**config.mk**
```make
export PLATFORM = sky130hd
export DESIGN_NAME = bpa_ctrl
export DESIGN_NICKNAME = d
export VERILOG_FILES = /design/src/hw/rtl/buddy_page_allocator_assert.svh /design/src/hw/rtl/bpa_pkg.sv /design/src/hw/rtl/bpa_ctrl.sv
export SDC_FILE = /design/constraint.sdc
export NUM_CORES = 1
export LEC_CHECK = 0
export BUFFER_PORTS_ARGS = -buffer_cell sky130_fd_sc_hd__clkbuf_2
export CORE_AREA = 2 2 59 61
export DETAILED_ROUTE_END_ITERATION = 10
export DIE_AREA = 0 0 61 63
export SYNTH_ARGS = -nofsm -noshare
export SYNTH_HDL_FRONTEND = slang
export SYNTH_SLANG_ARGS = --single-unit
export TNS_END_PERCENT = 10
```
**constraint.sdc**
```tcl
create_clock -name clk -period 2.1 [get_ports clk]
set_clock_uncertainty 0.05 [all_clocks]
set_input_delay 0.21 -clock clk [delete_from_list [all_inputs] [get_ports clk]]
set_output_delay 0.21 -clock clk [all_outputs]
set_load 0.02 [all_outputs]
```
**src/hw/rtl/buddy_page_allocator_assert.svh**
```systemverilog
// Assertion macros used by the buddy page allocator datapath (bpa_dp).
// No dependencies; included inside module bodies.
`ifndef BUDDY_PAGE_ALLOCATOR_ASSERT_SVH
`define BUDDY_PAGE_ALLOCATOR_ASSERT_SVH

// same-cycle implication
`define BPA_ASSERT_IMP(label, clk, rst_n, ante, cons, msg) \
    label: assert property (@(posedge clk) disable iff (!rst_n) (ante) |-> (cons)) \
        else $error(msg);

// next-cycle implication
`define BPA_ASSERT_NXT(label, clk, rst_n, ante, cons, msg) \
    label: assert property (@(posedge clk) disable iff (!rst_n) (ante) |=> (cons)) \
        else $error(msg);

`endif

```
**src/hw/rtl/bpa_pkg.sv**
```systemverilog
// Buddy page allocator package: sizes, controller states, datapath commands.
// No dependencies.
package bpa_pkg;

    localparam int LEVELS      = 7;
    localparam int TOTAL_PAGES = 16384;
    localparam int WORD_W      = 64;
    localparam int POS_W       = 6;
    localparam int WRD_W       = 8;      // word index within level 0
    localparam int LVL_W       = 3;
    localparam int PAGE_W      = 14;
    localparam int CNT_W       = 7;
    localparam int FREE_W      = 15;
    localparam int ADDR_W      = 9;
    localparam int L0_WORDS    = TOTAL_PAGES / WORD_W;
    localparam int MEM_WORDS   = 2 * L0_WORDS - (2 * L0_WORDS >> LEVELS);
    localparam int MAX_BLOCK   = 1 << (LEVELS - 1);

    typedef enum logic [4:0] {
        ST_CLEAR, ST_IDLE, ST_START, ST_FAIL, ST_DONE,
        ST_SCAN_RD, ST_SCAN_CHK, ST_PAR_RD, ST_PAR_CHK, ST_BUD_RD, ST_BUD_WR,
        ST_RT_CHK, ST_RT_RD, ST_RT_WR,
        ST_FCLR_RD, ST_FCLR_WR, ST_MRG_RD, ST_MRG_WR, ST_MP_RD, ST_MP_WR, ST_MRG_STEP
    } state_t;

    typedef enum logic [4:0] {
        CMD_NONE, CMD_CLEAR, CMD_LOAD, CMD_START, CMD_FAIL, CMD_OUT,
        CMD_SCAN_RD, CMD_SCAN_NEXT, CMD_FOUND, CMD_PAR_RD, CMD_PAR_SET,
        CMD_BUD_RD, CMD_BUD_WR, CMD_RT_HIGH, CMD_RT_RD, CMD_RT_WR,
        CMD_FCLR_RD, CMD_FCLR_WR, CMD_MRG_RD, CMD_MRG_WR, CMD_MP_RD, CMD_MP_WR,
        CMD_MRG_STEP
    } dp_cmd_t;

    typedef struct packed {
        logic clr_last;
        logic zero_cnt;
        logic too_big;
        logic is_free;
        logic word_full;
        logic last_word;
        logic top_lvl;
        logic par_bit;
        logic rt_done;
        logic rt_low;
        logic fclr_last;
        logic pair_any;
        logic mrg_last;
        logic mrg_top;
        logic out_free;
    } dp_status_t;

    // word offset of level lvl in the bitmap memory
    function automatic logic [ADDR_W-1:0] lvl_base(input logic [LVL_W-1:0] lvl);
        logic [ADDR_W+1:0] full;
        full = (ADDR_W + 2)'(2 * L0_WORDS);
        return ADDR_W'(full - (full >> lvl));
    endfunction

    // rounded-up log2 of a page count
    function automatic logic [LVL_W-1:0] ceil_log2(input logic [CNT_W-1:0] cnt);
        logic [CNT_W-1:0] m;
        logic [LVL_W-1:0] r;
        m = cnt - CNT_W'(1);
        r = '0;
        for (int i = 0; i < CNT_W; i++)
        begin
            if ((m >> i) != '0)
                r = LVL_W'(i + 1);
        end
        return r;
    endfunction

endpackage

```
**src/hw/rtl/bpa_ctrl.sv**
```systemverilog
// Buddy page allocator controller: sequences the datapath per request.
// Depends on bpa_pkg.
module bpa_ctrl (
    input  logic                 clk,
    input  logic                 rst_n,
    input  logic                 in_valid,
    output logic                 in_ready,
    input  bpa_pkg::dp_status_t  st,
    output bpa_pkg::dp_cmd_t     cmd
);
    import bpa_pkg::*;

    state_t state_reg, state_next;

    always_ff @(posedge clk or negedge rst_n)
    begin
        if (!rst_n)
            state_reg <= ST_CLEAR;
        else
            state_reg <= state_next;
    end

    always_comb
    begin
        state_next = state_reg;
        cmd        = CMD_NONE;
        in_ready   = 1'b0;
        unique case (state_reg)
            ST_CLEAR:
            begin
                cmd = CMD_CLEAR;
                if (st.clr_last)
                    state_next = ST_IDLE;
            end
            ST_IDLE:
            begin
                in_ready = 1'b1;
                if (in_valid)
                begin
                    cmd        = CMD_LOAD;
                    state_next = ST_START;
                end
            end
            ST_START:
            begin
                if (st.zero_cnt || st.too_big)
                    state_next = ST_FAIL;
                else
                begin
                    cmd        = CMD_START;
                    state_next = st.is_free ? ST_FCLR_RD : ST_SCAN_RD;
                end
            end
            ST_FAIL:
            begin
                cmd        = CMD_FAIL;
                state_next = ST_DONE;
            end
            ST_DONE:
            begin
                if (st.out_free)
                begin
                    cmd        = CMD_OUT;
                    state_next = ST_IDLE;
                end
            end
            ST_SCAN_RD:
            begin
                cmd        = CMD_SCAN_RD;
                state_next = ST_SCAN_CHK;
            end
            ST_SCAN_CHK:
            begin
                if (!st.word_full)
                begin
                    cmd        = CMD_FOUND;
                    state_next = st.top_lvl ? ST_RT_CHK : ST_PAR_RD;
                end
                else if (st.last_word && st.top_lvl)
                    state_next = ST_FAIL;
                else
                begin
                    cmd        = CMD_SCAN_NEXT;
                    state_next = ST_SCAN_RD;
                end
            end
            ST_PAR_RD:
            begin
                cmd        = CMD_PAR_RD;
                state_next = ST_PAR_CHK;
            end
            ST_PAR_CHK:
            begin
                if (!st.par_bit)
                begin
                    cmd        = CMD_PAR_SET;
                    state_next = ST_BUD_RD;
                end
                else
                    state_next = ST_RT_CHK;
            end
            ST_BUD_RD:
            begin
                cmd        = CMD_BUD_RD;
                state_next = ST_BUD_WR;
            end
            ST_BUD_WR:
            begin
                cmd        = CMD_BUD_WR;
                state_next = ST_RT_CHK;
            end
            ST_RT_CHK:
            begin
                if (st.rt_done)
                    state_next = ST_DONE;
                else if (st.rt_low)
                    state_next = ST_RT_RD;
                else
                    cmd = CMD_RT_HIGH;
            end
            ST_RT_RD:
            begin
                cmd        = CMD_RT_RD;
                state_next = ST_RT_WR;
            end
            ST_RT_WR:
            begin
                cmd        = CMD_RT_WR;
                state_next = ST_RT_CHK;
            end
            ST_FCLR_RD:
            begin
                cmd        = CMD_FCLR_RD;
                state_next = ST_FCLR_WR;
            end
            ST_FCLR_WR:
            begin
                cmd        = CMD_FCLR_WR;
                state_next = st.fclr_last ? ST_MRG_RD : ST_FCLR_RD;
            end
            ST_MRG_RD:
            begin
                cmd        = CMD_MRG_RD;
                state_next = ST_MRG_WR;
            end
            ST_MRG_WR:
            begin
                cmd        = CMD_MRG_WR;
                state_next = st.pair_any ? ST_MP_RD : ST_MRG_STEP;
            end
            ST_MP_RD:
            begin
                cmd        = CMD_MP_RD;
                state_next = ST_MP_WR;
            end
            ST_MP_WR:
            begin
                cmd        = CMD_MP_WR;
                state_next = ST_MRG_STEP;
            end
            ST_MRG_STEP:
            begin
                if (st.mrg_last && st.mrg_top)
                    state_next = ST_DONE;
                else
                begin
                    cmd        = CMD_MRG_STEP;
                    state_next = ST_MRG_RD;
                end
            end
            default:
                state_next = ST_IDLE;
        endcase
    end

endmodule

```
==> flow_summary.toml, run 1 <==
[routing]
drc = 0
vias_per_cell = 5.40
wirelength_um = 2680
drt_iter0_drc = 52
drt_pass1_iterations = 4
final_antenna_net_count = 0
drt-wirelength-per-cell_um = 13.3
num_vias = 1085

[die]
die_x_um = 61
die_area_um2 = 3840
io_pins = 24
row_count = 21
core-area_um2 = 3230
die_h_um = 63
initial_core_util_pct = 28.3

[worst_setup_path]
cp_slowest_cell = "dfrtp_2"
critPathLaunchType = "flop"
cp-end-kind = "output port"
critPathTopFamily = "flip-flops"
cp.depth = 7
path_cells = "buf_4 > nor3b_2 > a21oi_1 > o22ai_1 > a31oi_1 > o211ai_1 > buf_2"
cp_slowest_stage_delay_ns = 0.49
cp.arrival_ns = 1.73
crit_buf_inv = 2
critPathKind = "reg -> out"
r2r_cells = 6
crit_fanout = 12
required_ns = 1.84

[synthesis]
yosysSeqAreaShare_pct = 13.7
synth-edff-count = 0
ys_types = 43
yosys_most_used_dff = "dfrtp_1"
syn_nets = 147
syn_inst = 129
yosys_warnings = 0
syn_area_per_cell_um2 = 7.10
async_flop_share_pct = 100
synth.cell_area_um2 = 916
ys_ff_latch = 5

[global_routing]
grt_util_met3_pct = 3.73
grt_pass1_wl_um = 4310
grt_antenna_before_repair = 0
busiest_layer = "met1"
gr-usage-met2_pct = 20.6
grt_usage_pct = 14.2
grt_pass1_vias = 938
grt_max_degree = 22
met1_usage_pct = 20.9
gr-total-overflow = 0

[sta]
maxSlewViolCount = 0
max-slew-margin-rel_pct = 68.6
setup_viol = 0
setup_tns_ns = 0
finalHoldViolCount = 0
rsz0062_at_grt = "false"
tightest_slew_ns = 0.467
fmaxAchievable_mhz = 503
timing.final.crit_share_pct = 94.7
post-route-min-period_ns = 1.99

[min_path]
hold_path.class = "in -> reg"
whs_path_depth = 3

[clock_network]
cts_sinks = 5
root_buffer = "clkbuf_4"
post_cts_buffers = 0
cts_buffers = 3
cts_tree = "yes"
path_clk_slew_ns = 0.05
cts_max_level = 1
clkLatencyLatePin_ns = 0.24
cts_buffer_depth = 2

[layout]
final_common_cell = "clkbuf_2"
final_cell_mix = "clkbuf_2 (22), nand2_1 (13), buf_4 (11)"
diodes = 0
largest_register_ffs = 5
syn_to_final_growth_pct = 20.2
final_cells = 201
final_layout_size_suffix_gt1_share_pct = 33.5
nNetsFinal = 174

[pwr]
power_density_nw_per_um2 = 1470
ir_drop_mv = 0.343
cellLeakagePower_uw = 0.000462

[flow_run]
cap_violations = 0

[outcome]
status = "finished, final reports clean"

[placed_design]
place.gp.congestion = 0.888
hpwl_um = 2180
placed_cells = 196
io_buffers = 23
-- metrics by stage --
stage	utilization, %	area [µm²]	total power, µW	setup slack [ns]	hold slack, ns
after global routing	34.1	1100	1750	0.00868	0.217
after floorplan	-	916	1250	0.425	-0.136
after global placement	32.6	1050	1480	0.265	-0.0128
final	34.1	1100	1610	0.111	0.193
after CTS	33.8	1090	1600	0.0356	0.194
after detailed placement	32.6	1050	1480	0.243	-0.0119
-- cell type report --
type | instances | area [µm²]
Timing Repair Buffer | 35 | 208
Fill cell | 355 | 2130
Inverter | 4 | 15.0
Multi-Input combinational cell | 107 | 666
Clock buffer | 4 | 26.3
Sequential cell | 5 | 129
Tap cell | 46 | 57.6
-- worst register-to-register path: cells and delay by family (launching register included) --
| kind | cells | cell delay (ns) |
|---|---|---|
| flip-flops | 1 | 0.44 |
| buffers and inverters | 1 | 0.22 |
| AO/OA/AOI/OAI | 3 | 0.41 |
| AND/OR/NAND/NOR | 2 | 0.45 |
-- report_power, final --
group	total, µW	switching (µW)	internal [µW]
clock	113	41.3	72.0
sequential	276	134	142
combinational	1220	691	534
-- Yosys cell counts, types with 2 or more instances --
master	number	area, µm²
a21oi_1	10	50.1
a2bb2oi_1	2	17.5
a31oi_1	4	25.0
and3_1	3	18.8
buf_2	5	25.0
buf_6	7	78.8
dfrtp_1	5	125
inv_1	2	7.51
inv_2	2	7.51
nand2_1	13	48.8
nand2b_1	4	25.0
nand3_1	9	45.0
nand4_1	2	12.5
nor2_1	9	33.8
nor2b_1	2	12.5
nor3_1	5	25.0
nor4_1	2	12.5
o211ai_1	5	37.5
o21ai_0	8	40.0
o21ai_1	3	15.0
o22a_1	2	17.5
o22ai_1	3	18.8
o32ai_1	2	17.5
-- cell families after synthesis --
group | share of synthesized area [%]
AO/OA/AOI/OAI | 33.7
XOR/XNOR | 1.91
buffers and inverters | 14.6
flip-flops | 13.7
multiplexers | 1.09
AND/OR/NAND/NOR | 35.0
-- what timing repair did --
action | CTS | global route
hold buffers | 1 | 0
setup endpoints to repair | 4 | 3
hold endpoints to repair | 5 | 0
resized for setup | 2 | 4
gates cloned | 0 | 0
-- final timing paths --
check	slack, ns	to	start
worst max-delay path	0.11	cmd[1]	state_reg[0]
worst min-delay path	0.19	state_reg[3]	st[8]
worst max register to register	0.40	state_reg[1]	state_reg[4]
worst min register to register	0.66	state_reg[0]	state_reg[0]
max in group asynchronous	1.57	state_reg[1]	rst_n
min in group asynchronous	0.27	state_reg[4]	rst_n
-- routing by layer --
metal	routed length (µm)	up-vias
met5	0	-
met4	28	0
met3	215	2
met2	1210	50
met1	1230	499
li1	-	534
Note: power is estimated with default switching activity, not from simulation.
==> run 2, diff against run 1 <==
--- a/config.mk
+++ b/config.mk
@@ -11,2 +11,3 @@
 export DIE_AREA = 0 0 61 63
+export SETUP_SLACK_MARGIN = 0.3
 export SYNTH_ARGS = -nofsm -noshare
==> constraint.sdc (replaced) <==
create_clock -name clk -period 2.1 [get_ports clk]
set_clock_uncertainty 0.05 [all_clocks]
set_input_delay 0.42 -clock clk [delete_from_list [all_inputs] [get_ports clk]]
set_output_delay 0.42 -clock clk [all_outputs]
set_load 0.02 [all_outputs]
==> flow_summary.toml, run 2 (synthesis gave the netlist of run 1 again) <==
[die]
die_x_um = 61
io_pins = 24
core-area_um2 = 3230
die_h_um = 63
initial_core_util_pct = 28.3
row_count = 21
die_area_um2 = 3840

[layout]
final_common_cell = "buf_4"
diodes = 0
syn_to_final_growth_pct = 42.9
nNetsFinal = 187
final_cell_mix = "buf_4 (22), clkbuf_2 (18), nand2_1 (13)"
largest_register_ffs = 5
final_cells = 214
final_layout_size_suffix_gt1_share_pct = 45.2

[routing]
final_antenna_net_count = 0
drt_pass1_iterations = 4
drt-wirelength-per-cell_um = 14.3
num_vias = 1188
drt_iter0_drc = 91
vias_per_cell = 5.55
drc = 0
wirelength_um = 3060

[worst_setup_path]
cp.arrival_ns = 1.69
cp-end-kind = "output port"
required_ns = 1.63
critPathKind = "reg -> out"
crit_fanout = 9
critPathLaunchType = "flop"

[global_routing]
gr-total-overflow = 0
grt_antenna_before_repair = 0
grt_max_degree = 15
grt_pass1_wl_um = 4840
grt_pass1_vias = 1050
grt_usage_pct = 16.2

[sta]
max-slew-margin-rel_pct = 72.6
rsz0062_at_grt = "true"
holdWs_ns = 0.411
tightest_slew_ns = 0.410
setup_viol = 2
fin_ws_ns = -0.0629
post-route-min-period_ns = 2.16
fmaxAchievable_mhz = 462
maxSlewViolCount = 0
finalHoldViolCount = 0
timing.final.crit_share_pct = 103

[clock_network]
root_buffer = "clkbuf_4"
cts_buffers = 3
clkLatencyLatePin_ns = 0.24
cts_buffer_depth = 2
cts_max_level = 1
cts_tree = "yes"
path_clk_slew_ns = 0.04
cts_sinks = 5

[pwr]
power_density_nw_per_um2 = 1530
cellLeakagePower_uw = 0.000560
total_power_uw = 2000
ir_drop_mv = 0.353

[outcome]
status = "finished, violations left"
violations = "setup timing"

[placed_design]
placed_cells = 202
hpwl_um = 2300
io_buffers = 23
place.gp.congestion = 0.882
dp_slack_ns = 0.0666

[flow_run]
cap_violations = 0

[min_path]
hold_path.class = "in -> reg"
-- run 2: cell count changes in the layout (fill, tap and decap cells not counted), sizes merged --
cell,delta
buf,+15
clkbuf,-2
-- run 2: power by group --
part / switching [µW] / internal [µW] / total [µW] / leakage, µW
Sequential: 66.9 / 144 / 211 / 0.0000585
Clock: 40.5 / 71.9 / 112 / 0.0000150
Combinational: 881 / 800 / 1680 / 0.000487
-- run 2: repair_timing --
action                                 4_1_cts  5_1_grt
setup buffers                                7        0
resized for setup                           19       14
pin swaps                                    2        2
hold buffers                                 1        0
setup endpoints to repair                    7        8
endpoints found under the hold margin        5        0
-- run 2: area by class of cell --
class                      count  area, µm²
clock buffer                   4       26.3
fill                         338       1920
inverter                       4       15.0
multi-input combinational    107        719
sequential                     5        130
tap                           46       57.6
timing repair buffer          48        360
-- run 2: worst paths after layout --
path / start / to / slack, ns / cells past startpoint
min reg2reg: state_reg[0] / state_reg[0] / 0.77 / 2
min: st[11] / state_reg[3] / 0.41 / 3
max: state_reg[0] / cmd[3] / -0.06 / 6
max reg2reg: state_reg[1] / state_reg[2] / 0.41 / 7
min in group asynchronous: rst_n / state_reg[3] / 0.47 / 2
max in group asynchronous: rst_n / state_reg[0] / 1.38 / 2
-- run 2: layer usage --
layer,GRT usage [%],share of wire [%]
met1,23.1,42
met2,24.2,45
met3,3.31,11
met4,4.35,2.4
met5,0,0
-- run 2: per-stage QoR --
step / setup TNS (ns) / area (µm²) / utilization (%)
CTS: -0.0110 / 1270 / 39.2
global route: -0.426 / 1310 / 40.5
detailed placement: 0 / 1110 / 34.3
global placement: 0 / 1110 / 34.3
floorplan: 0 / 916 / -
finish: -0.0652 / 1310 / 40.5
-- run 2: worst max-delay path, cell delays in order, from the launching register on --
cell and delay, ns:
dfrtp_2 0.46, buf_4 0.19, xnor2_1 0.13, o32ai_1 0.28, nand2_1 0.14, nand3_1 0.11
clkbuf_8 0.14
==> run 3, diff against run 2 <==
ABC_AREA = 1   (was unset)
CORE_AREA = 2 2 57 59   (was 2 2 59 61)
DIE_AREA = 0 0 59 61   (was 0 0 61 63)
==> flow_summary.toml, run 3 <==
[outcome]
status = "finished, violations left"
violations = "setup timing"

[sta]
setup_viol = 4
timing.final.crit_share_pct = 104
rsz0062_at_grt = "true"
maxSlewViolCount = 0
max-slew-margin-rel_pct = 81.8
fin_ws_ns = -0.0780
post-route-min-period_ns = 2.18
fmaxAchievable_mhz = 459
setup_tns_ns = -0.164
finalHoldViolCount = 0
tightest_slew_ns = 0.272
holdWs_ns = 0.396

[layout]
final_layout_size_suffix_gt1_share_pct = 47.6
nNetsFinal = 231
final_cells = 245
diodes = 0
final_common_cell = "nand2_1"
final_cell_mix = "nand2_1 (39), nor2_1 (24), buf_4 (22)"
syn_to_final_growth_pct = 65.8
largest_register_ffs = 5

[synthesis]
yosysSeqAreaShare_pct = 14.5
yosys_most_used_dff = "dfrtp_1"
synth_top_area_cell = "nand2_1"
ys_ff_latch = 5
yosysMostFrequentCell = "nand2_1"
yosys.area.top_type_share_pct = 19.6
yosys_warnings = 0
syn_area_per_cell_um2 = 5.33
async_flop_share_pct = 100
synth.cell_area_um2 = 863
synth.area.top_cells = "nand2_1 (20%), dfrtp_1 (14%), nor2_1 (13%)"
synth-edff-count = 0
syn_nets = 180
syn_inst = 162
ys_top_cells_by_count = "nand2_1 (45), nor2_1 (31), inv_1 (22)"
ys_types = 23

[worst_setup_path]
ff2ff_setup_slack_ns = 0.37
cp_slowest_stage_delay_ns = 0.49
r2r_cells = 8
required_ns = 1.63
reg2reg_from = "state_reg[1]"
critPathLaunchType = "flop"
crit_fanout = 7
r2r-end = "state_reg[0]"
cp-end-kind = "output port"
path_cells = "nor2_4 > nand2_8 > nor2_4 > inv_2 > o21ai_1 > nor3_1 > nand4_1 > clkbuf_8"
critPathKind = "reg -> out"
crit_top_cell = "nor2_4"
critPathTopFamily = "simple AND/OR/NAND/NOR gates"
cp_slowest_cell = "dfrtp_2"
crit_buf_inv = 2
cp.arrival_ns = 1.71

[global_routing]
grt_pass1_wl_um = 5250
grt_antenna_before_repair = 0
gr-total-overflow = 0
grt_max_degree = 8
grt_usage_pct = 19.6
grt_pass1_vias = 1099

[pwr]
pwr-share-comb_pct = 80.6
cellLeakagePower_uw = 0.000756
switchingPower_uw = 970
pwr-share-seq_pct = 12.7
ir_drop_mv = 0.531
swShare_pct = 54.3
p_clk_share_pct = 6.6
power_density_nw_per_um2 = 1250
internal_power_uw = 816

[die]
die_x_um = 59
io_pins = 24
die_area_um2 = 3600
core-area_um2 = 2950
initial_core_util_pct = 29.2
row_count = 20
die_h_um = 61

[routing]
vias_per_cell = 5.29
drc = 0
num_vias = 1295
final_antenna_net_count = 0
drt_iter0_drc = 64
drt-wirelength-per-cell_um = 14.0
wirelength_um = 3440
drt_pass1_iterations = 4

[placed_design]
dp_slack_ns = 0.0960
place.gp.congestion = 0.961
hpwl_um = 2390
placed_cells = 226
io_buffers = 23

[clock_network]
clkLatencyLatePin_ns = 0.26
path_clk_slew_ns = 0.05
cts_buffer_depth = 2
cts_tree = "yes"
cts_buffers = 3
root_buffer = "clkbuf_4"
cts_max_level = 1
cts_sinks = 5

[min_path]
hold-path-endpoint = "state_reg[4]"
min_from = "st[4]"
hold_path.class = "in -> reg"
whs_path_depth = 3

[flow_run]
cap_violations = 0
## run 3: changes by cell type after synthesis, sizes merged, moves of 3 or more
cell,change
a31oi,-5
nand3,+4
nor2,+28
o21ai,-5
inv,+22
nand2,+36
nor2b,-4
o22ai,-3
nand2b,-4
a21oi,-6
buf,-13
o211ai,-4
## run 3: worst max-delay path by stage
stage	startpoint	endpoint	depth (start not counted)
after floorplan	state_reg[1]	cmd[1]	7
final	state_reg[1]	cmd[1]	8
after CTS	state_reg[3]	cmd[1]	8
after global placement	state_reg[1]	cmd[1]	8
after detailed placement	state_reg[0]	cmd[1]	8
after global routing	state_reg[1]	cmd[1]	8
## run 3: metrics by stage
stage,power [µW],util (%),instance area (µm²)
after floorplan,903,-,870
after global placement,1210,36.8,1090
after detailed placement,1200,36.8,1090
after CTS,1560,43.6,1290
after global routing,1920,48.5,1430
final,1790,48.5,1430
## run 3: timing repair
| item | CTS | global route |
|---|---|---|
| endpoints found under the setup margin | 6 | 7 |
| setup buffers | 7 | 7 |
| gates resized for setup | 30 | 31 |
| endpoints found under the hold margin | 5 | 0 |
| cloned | 0 | 0 |
| hold buffers | 1 | 0 |
| pin swaps | 4 | 17 |
## run 3: layout make-up
class / count / area (µm²)
Multi-Input combinational cell: 131 / 802
Clock buffer: 3 / 22.5
Inverter: 26 / 100
Fill cell: 299 / 1520
Timing Repair Buffer: 46 / 332
Sequential cell: 5 / 129
Tap cell: 33 / 41.3
Clock inverter: 1 / 5.00
## run 3: cells by family (layout without fill, tap and decap cells)
kind of cell    after synthesis  after routing  share of synthesized area [%]
buf+inv                      26             76                           11.3
simple gates                117            117                           64.6
flops                         5              5                           14.5
compound gates               14             14                           9.57
## run 3: worst min-delay path, delay by kind of cell
family                 cells  cell delay, ns
buffers and inverters      1            0.09
and+or+nand+nor            2            0.15
## run 3: metal layers
| metal | vias up | global-route usage (%) | part of all wire (%) |
|---|---|---|---|
| li1 | 625 | - | - |
| met1 | 573 | 24.9 | 40 |
| met2 | 80 | 32.4 | 48 |
| met3 | 17 | 2.56 | 7.8 |
| met4 | 0 | 10.4 | 4.6 |
| met5 | - | 0 | 0 |
## run 3: power by group through the flow
stage / clock network, µW / registers (µW) / logic, µW
finish: 119 / 228 / 1440
global route: 124 / 235 / 1560
CTS: 117 / 213 / 1230
detailed placement: 0 / 192 / 1000
global placement: 0 / 189 / 1020
floorplan: 0 / 183 / 721
